==> src/b32sc_pkg.sv <==
// Shared types, constants and alphabet helpers for the Base32 stream codec.
`timescale 1ns / 1ps
package b32sc_pkg;

	localparam int unsigned DataW   = 8;
	localparam int unsigned SymW    = 5;
	localparam int unsigned BufW    = 12;
	localparam int unsigned CntW    = 4;
	localparam int unsigned MaxRes  = 3;
	localparam int unsigned QDepth  = 4;
	localparam int unsigned QPtrW   = 2;
	localparam int unsigned QCntW   = 3;

	localparam logic [SymW-1:0]  SymMask    = 5'h1F;
	localparam logic [SymW-1:0]  NumLetters = 5'd26;
	localparam logic [DataW-1:0] CharA      = 8'h41;
	localparam logic [DataW-1:0] CharZ      = 8'h5A;
	localparam logic [DataW-1:0] Char2      = 8'h32;
	localparam logic [DataW-1:0] Char7      = 8'h37;

	localparam logic DirEncode = 1'b0;
	localparam logic DirDecode = 1'b1;

	// One classified input item: the words it yields, ready to be played out.
	typedef struct packed {
		logic [MaxRes-1:0][DataW-1:0] vals;
		logic [1:0]                   num;   // 1..3 words
		logic                         eos;
		logic                         bad;
	} job_t;

	function automatic logic [DataW-1:0] sym_to_char(input logic [SymW-1:0] v);
		logic [SymW-1:0] s;
		s = v & SymMask;
		if (s < NumLetters) begin
			sym_to_char = CharA + {3'b000, s};
		end else begin
			sym_to_char = Char2 + {3'b000, s - NumLetters};
		end
	endfunction

	function automatic logic [SymW:0] char_to_sym(input logic [DataW-1:0] c);
		// returns {bad, symbol}
		if (c inside {[CharA:CharZ]}) begin
			char_to_sym = {1'b0, SymW'(c - CharA)};
		end else if (c inside {[Char2:Char7]}) begin
			char_to_sym = {1'b0, SymW'(c - Char2) + NumLetters};
		end else begin
			char_to_sym = {1'b1, {SymW{1'b0}}};
		end
	endfunction

endpackage

==> src/b32sc_front.sv <==
// Front end: accepts input words, keeps the bit accumulator and builds jobs.
`timescale 1ns / 1ps
module b32sc_front (
	input  logic                          clk,
	input  logic                          arst_n,
	input  logic                          cfg_we,
	input  logic                          cfg_wdata,
	input  logic                          in_valid,
	input  logic [b32sc_pkg::DataW-1:0]   data_in,
	input  logic                          end_of_stream,
	output logic                          job_push,
	output b32sc_pkg::job_t               job
);
	import b32sc_pkg::*;

	logic            direction_q;
	logic [BufW-1:0] buf_q;
	logic [CntW-1:0] cnt_q;

	logic [SymW:0]   dec_sym;
	logic [19:0]     enc_ins;
	logic [19:0]     dec_ins;
	logic [BufW-1:0] enc_buf;
	logic [BufW-1:0] dec_buf;
	logic [4:0]      enc_sum;
	logic [4:0]      dec_sum;
	logic            enc_two;
	logic [4:0]      enc_rem;
	logic [BufW-1:0] enc_left;

	logic [BufW-1:0] nxt_buf;
	logic [CntW-1:0] nxt_cnt;

	assign dec_sym  = char_to_sym(data_in);
	assign enc_ins  = {12'b0, data_in} << cnt_q;
	assign dec_ins  = {15'b0, dec_sym[SymW-1:0]} << cnt_q;
	assign enc_buf  = buf_q | enc_ins[BufW-1:0];
	assign dec_buf  = buf_q | dec_ins[BufW-1:0];
	assign enc_sum  = {1'b0, cnt_q} + 5'd8;
	assign dec_sum  = {1'b0, cnt_q} + 5'd5;
	assign enc_two  = (enc_sum >= 5'd10);
	assign enc_rem  = enc_two ? (enc_sum - 5'd10) : (enc_sum - 5'd5);
	assign enc_left = enc_two ? (enc_buf >> 10) : (enc_buf >> 5);

	always_comb begin
		job      = '0;
		job_push = 1'b0;
		nxt_buf  = buf_q;
		nxt_cnt  = cnt_q;
		job.eos  = end_of_stream;
		if (direction_q == DirEncode) begin
			job.vals[0] = sym_to_char(enc_buf[4:0]);
			job.vals[1] = sym_to_char(enc_buf[9:5]);
			job.vals[2] = sym_to_char({3'b000, enc_buf[11:10]});
			job.num     = {1'b0, 1'b1} + {1'b0, enc_two}
			            + {1'b0, end_of_stream && (enc_rem != 5'd0)};
			job_push    = in_valid;
			nxt_buf     = enc_left;
			nxt_cnt     = enc_rem[CntW-1:0];
		end else begin
			job.vals[0] = dec_buf[7:0];
			job.num     = 2'd1;
			job.bad     = dec_sym[SymW];
			job_push    = in_valid && (dec_sum >= 5'd8);
			if (dec_sum >= 5'd8) begin
				nxt_buf = dec_buf >> 8;
				nxt_cnt = CntW'(dec_sum - 5'd8);
			end else begin
				nxt_buf = dec_buf;
				nxt_cnt = dec_sum[CntW-1:0];
			end
		end
		if (end_of_stream) begin
			nxt_buf = '0;
			nxt_cnt = '0;
		end
	end

	always_ff @(posedge clk or negedge arst_n) begin
		if (!arst_n) begin
			direction_q <= DirEncode;
			buf_q       <= '0;
			cnt_q       <= '0;
		end else if (cfg_we) begin
			direction_q <= cfg_wdata;
			buf_q       <= '0;
			cnt_q       <= '0;
		end else if (in_valid) begin
			buf_q <= nxt_buf;
			cnt_q <= nxt_cnt;
		end
	end

endmodule

==> src/b32sc_fifo.sv <==
// Short job queue between the front end and the back end.
`timescale 1ns / 1ps
module b32sc_fifo (
	input  logic             clk,
	input  logic             arst_n,
	input  logic             wr_en,
	input  b32sc_pkg::job_t  wr_data,
	output logic             q_full,
	input  logic             rd_en,
	output b32sc_pkg::job_t  rd_data,
	output logic             q_empty
);
	import b32sc_pkg::*;

	job_t             mem_q [QDepth];
	logic [QPtrW-1:0] wr_ptr_q;
	logic [QPtrW-1:0] rd_ptr_q;
	logic [QCntW-1:0] fill_q;

	assign q_full  = (fill_q == QCntW'(QDepth));
	assign q_empty = (fill_q == '0);
	assign rd_data = mem_q[rd_ptr_q];

	always_ff @(posedge clk) begin
		if (wr_en) begin
			mem_q[wr_ptr_q] <= wr_data;
		end
	end

	always_ff @(posedge clk or negedge arst_n) begin
		if (!arst_n) begin
			wr_ptr_q <= '0;
			rd_ptr_q <= '0;
			fill_q   <= '0;
		end else begin
			if (wr_en) begin
				wr_ptr_q <= wr_ptr_q + 1'b1;
			end
			if (rd_en) begin
				rd_ptr_q <= rd_ptr_q + 1'b1;
			end
			if (wr_en && !rd_en) begin
				fill_q <= fill_q + 1'b1;
			end else if (rd_en && !wr_en) begin
				fill_q <= fill_q - 1'b1;
			end
		end
	end

endmodule

==> src/b32sc_back.sv <==
// Back end: plays each job out one word at a time into the result register.
`timescale 1ns / 1ps
module b32sc_back (
	input  logic                          clk,
	input  logic                          arst_n,
	input  b32sc_pkg::job_t               job,
	input  logic                          job_empty,
	output logic                          job_pop,
	output logic                          empty,
	input  logic                          pop,
	output logic [b32sc_pkg::DataW-1:0]   data_out,
	output logic                          run_last,
	output logic                          stream_end,
	output logic                          bad_symbol
);
	import b32sc_pkg::*;

	logic             out_valid_q;
	logic [DataW-1:0] data_q;
	logic             last_q;
	logic             end_q;
	logic             bad_q;
	logic [1:0]       idx_q;

	logic             load;
	logic             take;
	logic             is_last;
	logic [DataW-1:0] cur_val;

	assign load    = !out_valid_q || pop;
	assign take    = load && !job_empty;
	assign is_last = ((idx_q + 2'd1) == job.num);
	assign job_pop = take && is_last;

	always_comb begin
		case (idx_q)
			2'd0:    cur_val = job.vals[0];
			2'd1:    cur_val = job.vals[1];
			2'd2:    cur_val = job.vals[2];
			default: cur_val = job.vals[0];
		endcase
	end

	always_ff @(posedge clk or negedge arst_n) begin
		if (!arst_n) begin
			out_valid_q <= 1'b0;
			idx_q       <= '0;
		end else if (load) begin
			out_valid_q <= !job_empty;
			if (take) begin
				idx_q <= is_last ? 2'd0 : (idx_q + 2'd1);
			end
		end
	end

	always_ff @(posedge clk) begin
		if (take) begin
			data_q <= cur_val;
			last_q <= is_last;
			end_q  <= is_last && job.eos;
			bad_q  <= job.bad;
		end
	end

	assign empty      = !out_valid_q;
	assign data_out   = data_q;
	assign run_last   = last_q;
	assign stream_end = end_q;
	assign bad_symbol = bad_q;

endmodule

==> src/base32_stream_codec.sv <==
// Top level of the streaming Base32 codec (A-Z, 2-7, LSB-first packing, no padding).
// The first result word of an input word passes through the job queue and then the result
//   register before it shows on the result side.
// Throughput: one input word per cycle while the queue has room, and one result word
//   per cycle unless the result side stalls; encoding yields up to three words per byte.
// Reset (arst_n low): direction returns to encode, the accumulator clears, queue and result register empty.
`timescale 1ns / 1ps
module base32_stream_codec (
	input  logic                          clk,
	input  logic                          arst_n,
	// configuration: direction register
	input  logic                          cfg_we,
	input  logic                          cfg_wdata,
	// input side
	input  logic                          push,
	output logic                          full,
	input  logic [b32sc_pkg::DataW-1:0]   data_in,
	input  logic                          end_of_stream,
	// result side
	output logic                          empty,
	input  logic                          pop,
	output logic [b32sc_pkg::DataW-1:0]   data_out,
	output logic                          run_last,
	output logic                          stream_end,
	output logic                          bad_symbol
);
	import b32sc_pkg::*;

	logic  in_valid;
	logic  job_push;
	job_t  front_job;
	job_t  queue_job;
	logic  queue_full;
	logic  queue_empty;
	logic  job_pop;

	// Take an input word whenever the job queue has room; the accumulator update is
	// done in the same cycle so the next word can follow right away.
	assign full     = queue_full;
	assign in_valid = push && !queue_full;

	// Front: classify the word, update the accumulator, and build a job holding every
	// result word it causes. Words that cause no result push nothing.
	b32sc_front u_front (
		.clk           (clk),
		.arst_n        (arst_n),
		.cfg_we        (cfg_we),
		.cfg_wdata     (cfg_wdata),
		.in_valid      (in_valid),
		.data_in       (data_in),
		.end_of_stream (end_of_stream),
		.job_push      (job_push),
		.job           (front_job)
	);

	// Queue: decouple the front from result-side stalls.
	b32sc_fifo u_fifo (
		.clk     (clk),
		.arst_n  (arst_n),
		.wr_en   (job_push),
		.wr_data (front_job),
		.q_full  (queue_full),
		.rd_en   (job_pop),
		.rd_data (queue_job),
		.q_empty (queue_empty)
	);

	// Back: advance through the head job one word per cycle while the result register is
	// free or popped, and drop the job from the queue once its last word is loaded.
	b32sc_back u_back (
		.clk        (clk),
		.arst_n     (arst_n),
		.job        (queue_job),
		.job_empty  (queue_empty),
		.job_pop    (job_pop),
		.empty      (empty),
		.pop        (pop),
		.data_out   (data_out),
		.run_last   (run_last),
		.stream_end (stream_end),
		.bad_symbol (bad_symbol)
	);

endmodule
==> config.mk <==
export PLATFORM = sky130hd
export DESIGN_NAME = base32_stream_codec
export DESIGN_NICKNAME = d
export VERILOG_FILES = /design/src/b32sc_pkg.sv /design/src/b32sc_front.sv /design/src/b32sc_fifo.sv /design/src/b32sc_back.sv /design/src/base32_stream_codec.sv
export SDC_FILE = /design/constraint.sdc
export NUM_CORES = 1
export LEC_CHECK = 0
export ABC_AREA = 1
export BUFFER_PORTS_ARGS = -buffer_cell sky130_fd_sc_hd__buf_2
export CAP_MARGIN = 30
export CELL_PAD_IN_SITES_DETAIL_PLACEMENT = 1
export CELL_PAD_IN_SITES_GLOBAL_PLACEMENT = 1
export CORE_ASPECT_RATIO = 1.2
export CORE_MARGIN = 2
export CORE_UTILIZATION = 45
export DETAILED_ROUTE_END_ITERATION = 6
export PLACE_DENSITY = 0.79
export SLEW_MARGIN = 15
export SYNTH_ARGS = -nofsm -noshare
export SYNTH_HDL_FRONTEND = slang
export SYNTH_HIERARCHICAL = 1
export SYNTH_SLANG_ARGS = --single-unit
==> constraint.sdc <==
create_clock -name clk -period 3.6 [get_ports clk]
set_input_delay 0.54 -clock clk [delete_from_list [all_inputs] [get_ports clk]]
set_output_delay 0.54 -clock clk [all_outputs]
set_load 0.01 [all_outputs]
Yosys cells after proc, flatten, opt, wreduce, memory -nomap -nowiden

Memories as Yosys holds them, arrays and structs flattened.
Index checks and enable logic that the tools add are counted.

ROM bits: 0
RAM bits: 112
Memories kept: 1
Word-level logic and storage cells: 102
Bits in registers: 38
Output and inout bits: 13
Bits in latches: 0

Memory list:

| name         | words | bits a word | rd ports | clocked after Yosys merged registers in | wr ports | line             | source |
|---|---|---|---|---|---|---|---|
| u_fifo.mem_q | 4     | 28          | 1        | 0                                       | 1        | b32sc_fifo.sv:15 | `job_t mem_q [QDepth];` |

Multiplexer cells: 27
Bitwise logic cells: 2
Shift-type cells: 2
Multipliers: 0
Reductions and logical operators: 21
Eq/ne operators: 4
Div/mod/pow operators: 0
Magnitude comparators: 9
Add/sub/neg operators: 24

Operators by type and width:

| kind                                                 | number |
|---|---|
| two-way mux 12 bit                                   | 5 |
| two-way mux 8 bit                                    | 3 |
| bitwise OR 12 bit                                    | 2 |
| adder 6 x 5 -> 7 bit (first input constant)          | 3 |
| two-way mux 4 bit                                    | 5 |
| adder 7 x 5 -> 8 bit (first input constant)          | 2 |
| two-way mux 16 bit                                   | 1 |
| one-hot mux 8 bit (2 select lines)                   | 1 |
| subtractor 5 bit (second input constant)             | 3 |
| two-way mux 6 bit                                    | 2 |
| left shift 5 x 4 -> 12 bit                           | 1 |
| left shift 8 x 4 -> 12 bit                           | 1 |
| >= comparator 5 x 4 -> 1 bit (second input constant) | 2 |
| logical AND 1 bit                                    | 10 |
| < comparator 5 bit (second input constant)           | 2 |
| two-way mux 10 bit                                   | 1 |
| adder 7 x 2 -> 8 bit (first input constant)          | 1 |
| >= comparator 8 x 6 -> 1 bit (second input constant) | 1 |
| >= comparator 8 x 7 -> 1 bit (second input constant) | 1 |
| <= comparator 8 x 6 -> 1 bit (second input constant) | 1 |
| <= comparator 8 x 7 -> 1 bit (second input constant) | 1 |
| two-way mux 7 bit                                    | 1 |
| adder 2 x 1 -> 2 bit (second input constant)         | 3 |
| two-way mux 3 bit                                    | 2 |
| 26 further kinds                                     | 34 |

Longest topological paths before layout

Word-level depth: 11
Gate-level depth with buffers: 20
Mapped depth without buffers: 18

By module

Netlist, hierarchy kept.

By module, submodules not included:

| module              | seq. area each (um^2) | cells an instance | area an instance (um^2) | instances |
|---|---|---|---|---|
| b32sc_fifo          | 3538.4                | 375               | 5041.1                  | 1 |
| b32sc_front         | 425.4                 | 435               | 2671.3                  | 1 |
| b32sc_back          | 405.4                 | 82                | 745.7                   | 1 |
| base32_stream_codec | 0.0                   | 2                 | 10.0                    | 1 |

Least setup slack after synthesis

No wires, ideal clock.

Kind: register -> register
Start: register u_front.cnt_q[1]
End: memory u_fifo/mem_q[0][2] in the netlist's numbering, data pin
Path slack: 0.921 ns
Path buffers: 3
Data arrival time: 2.395 ns
Data required time: 3.316 ns
Clock period less this slack: 2.679 ns
Cell stages (with the launch flop): 13
Cells stage by stage: dfrtp_1 > buf_4 > inv_1 > buf_2 > buf_1 > ha_1 > ha_1 > nand2_1 > inv_1 > o21ai_0 > o41ai_1 > ha_1 > nand2_1

RTL lines:

| element                | line              | source |
|---|---|---|
| start, declared        | b32sc_front.sv:18 | `logic [CntW-1:0] cnt_q;` |
| start signal, assigned | b32sc_front.sv:90 | `cnt_q <= nxt_cnt;` |
| end, declared          | b32sc_fifo.sv:15  |  |

==> flow_summary.yaml <==
clock_network:
  cts_buffers: 17
  cts_root_buffer: "clkbuf_16"
  clock_latency_ns: 0.42
  cts_buffer_depth: 2
  post_cts_resized: 0
  cts_setup_buffers: 0
  hold_buffers: 0
  cts.clk_slew.worst_paths_ns: 0.06
  numClockSinks: 150
  htree_levels: 4
  cts_tree: "built"
sta:
  maxSlewHeadroom: 0.525
  fin_crit_ns: 2.97
  worst_slew_pin_slew_ns: 0.709
  tns_ns: 0
  fin_skew_ns: 0.0114
  fmax_mhz: 336
  rsz0062_at_grt: "false"
  hold_violations: 0
  finalSetupViolCount: 0
  maxSlewViolCount: 0
  min_period_over_period: 0.826
layout:
  n_antenna_cell: 0
  multiInputGateArea_mm2: 0.00331
  final_nets: 961
  layout-drive-gt1-share: 0.154
  seq_area_mm2: 0.00437
  fill_cells: 2094
  syn2layout_area_growth_pct: 9.10
  fin_area_mm2: 0.00924
run_status:
  status: "completed"
grt:
  grt_pass1_wl_um: 34200
  grtUsageTotal: 0.224
  grt_pass1_vias: 6571
  grt_max_degree: 57
  antenna_found_initial: 0
  grt_overflow: 0
yosys:
  synth-seq-area-share: 0.516
  synth_mux_area_frac: 0.00355
  yosys.area_share.simple: 0.194
  synth_xor_area_frac: 0.0124
  synth_area_per_cell_um2: 9.47
  synth_fa_ha_area_frac: 0.0452
  ys_types: 51
  synth-compound-area-share: 0.134
  syn_inst: 894
  mappedNetlistArea_mm2: 0.00847
  ys.warnings.count: 6
  synth_top_family_by_area: "simple AND/OR/NAND/NOR gates"
  ys_ff_latch: 150
die:
  ios: 28
  dieArea_mm2: 0.0199
  die_x_um: 129
  rows: 54
  core_mm2: 0.0183
  die_y_um: 154
  initial_utilization: 0.462
power:
  power_density_mw_per_mm2: 734
  p_leak_nw: 4.03
  peakVddDrop_uv: 358
route:
  drc: 0
  ant_nets: 0
  wirelength_um: 20900
  post_drt_wl_per_cell_um: 17.7
  drt-pass1-iter-count: 4
  routed_via_density: 5.20
  drt_iter0_drc: 279
  vias: 6147
placed_design:
  dpl-instance-area_mm2: 0.00874
  io_buffer_count: 27
  place_congestion: 0.926
  dp_hpwl_um: 14500
critical_path:
  crit_required_ns: 3.74
  endpoint_kind: "register"
  crit_type: "register to register"
  worstPathMaxFanout: 20
  arrival_ns: 3.11
  crit_path_start_kind: "register"
run:
  max-cap-violations: 0
min_path:
  holdCritPathClass: "primary input to async pin"
[synthesized netlist by cell type (all sizes together)]
cell,instances,area share
nand4,12,0.0089
a32oi,1,0.0010
edfxtp,123,0.44
nand2,243,0.11
o221ai,1,0.0018
o32ai,1,0.0010
o21bai,1,0.00089
o41ai,1,0.0010
xnor2,3,0.0031
o21a,1,0.00089
o211ai,58,0.070
a21oi,36,0.022
a21o,2,0.0018
dfrtp,27,0.080
mux2i,3,0.0035
conb,1,0.00044
o22ai,2,0.0015
and2,1,0.00074
a31oi,2,0.0015
a211oi,2,0.0024
inv,133,0.059
nor2,55,0.030
nor3b,1,0.00089
o21ai,38,0.024
xor2,9,0.0093
a22oi,3,0.0027
ha,29,0.043
buf,38,0.034
clkbuf,4,0.0019
o31ai,1,0.00089
nor3,6,0.0053
nand3,55,0.034
fa,1,0.0024
[cell type report]
| class | count | share of cell area |
|---|---|---|
| clock buffers | 20 | 0.0473 |
| clock inverters | 12 | 0.00691 |
| inverters | 133 | 0.0543 |
| multi-input cells | 573 | 0.358 |
| flip-flops and latches | 150 | 0.473 |
| well taps | 252 | 0.0341 |
| repair buffers | 41 | 0.0260 |
[critical path, stage by stage (launching register included)]
cell and delay (ns):
dfrtp_1 0.73, inv_1 0.32, ha_1 0.28, nand2_1 0.07
nand2_1 0.15, inv_1 0.20, o21ai_0 0.11, o41ai_1 0.52
ha_1 0.22, nand2_1 0.09
[flip-flops by register name (all words and copies together), names as in the netlist]
| signal | cells |
|---|---|
| u_back/data_out | 8 |
| u_fifo/wr_ptr_q | 2 |
| u_back/idx_q | 2 |
| u_front/direction_q | 1 |
| u_back/bad_symbol | 1 |
| u_fifo/mem_q | 112 |
| u_back/stream_end | 1 |
| u_back/out_valid_q | 1 |
| u_front/cnt_q | 4 |
| u_front/buf_q | 12 |
| u_fifo/rd_ptr_q | 2 |
| u_back/run_last | 1 |
| u_fifo/fill_q | 3 |
[cells in the final DEF (no fill, tap or decap), drive strengths merged, types with 2 or more instances in the layout]
cell type  Yosys  layout
nand2        243     243
inv          133     133
edfxtp       123     123
o211ai        58      58
nand3         55      55
nor2          55      55
buf           38      41
o21ai         38      38
a21oi         36      36
ha            29      29
dfrtp         27      27
clkbuf         4      20
nand4         12      12
clkinv         0      11
xor2           9       9
nor3           6       6
conb           1       5
xnor2          3       3
mux2i          3       3
a22oi          3       3
a31oi          2       2
a21o           2       2
o22ai          2       2
a211oi         2       2
[per-layer routing]
| metal | part of all wire | GRT usage | wire (um) |
|---|---|---|---|
| met5 | 0 | 0 | 0 |
| met4 | 0.023 | 0.0890 | 471 |
| met3 | 0.024 | 0.0391 | 491 |
| met2 | 0.53 | 0.407 | 11100 |
| met1 | 0.42 | 0.257 | 8760 |
[power by group]
group | switching [mW] | internal, mW
Combinational | 1.86 | 0.849
Sequential | 0.186 | 2.37
Clock | 0.656 | 0.863
Total | 2.70 | 4.08
[final timing paths]
| path | slack (ns) | endpoint | start | depth (start not counted) |
|---|---|---|---|---|
| worst min register to register | 0.49 | u_front/buf_q[3] | u_front/buf_q[3] | 2 |
| worst max-delay path | 0.63 | u_fifo/mem_q[3][2] | u_front/cnt_q[0] | 9 |
| min in group clk | 0.39 | u_front/direction_q | cfg_wdata | 3 |
| max in group asynchronous | 2.92 | u_fifo/rd_ptr_q[0] | arst_n | 1 |
| worst min-delay path | 0.16 | u_fifo/rd_ptr_q[0] | arst_n | 1 |
| worst max register to register | 0.63 | u_fifo/mem_q[3][2] | u_front/cnt_q[0] | 9 |
[through the flow]
step | total power [mW] | std cells | utilization | setup slack, ns | hold WS, ns
floorplan | 4.65 | 898 | - | 0.921 | 0.244
global placement | 5.19 | 1149 | 0.477 | 0.757 | 0.464
detailed placement | 5.29 | 1149 | 0.477 | 0.715 | 0.465
CTS | 6.86 | 1181 | 0.505 | 0.654 | 0.158
global route | 7.25 | 1181 | 0.505 | 0.282 | 0.194
finish | 6.78 | 1181 | 0.505 | 0.628 | 0.161
[cell families (layout without fill, tap and decap cells)]
group / after synthesis / after routing
other: 1 / 5
muxes: 3 / 3
adders and majority gates: 30 / 30
and+or+nand+nor: 373 / 373
DFF: 150 / 150
xor gates and xnor gates: 12 / 12
AOI/OAI and AO/OA: 150 / 150
buffers and inverters: 175 / 206
No activity file was read; power rests on OpenSTA's default activity.
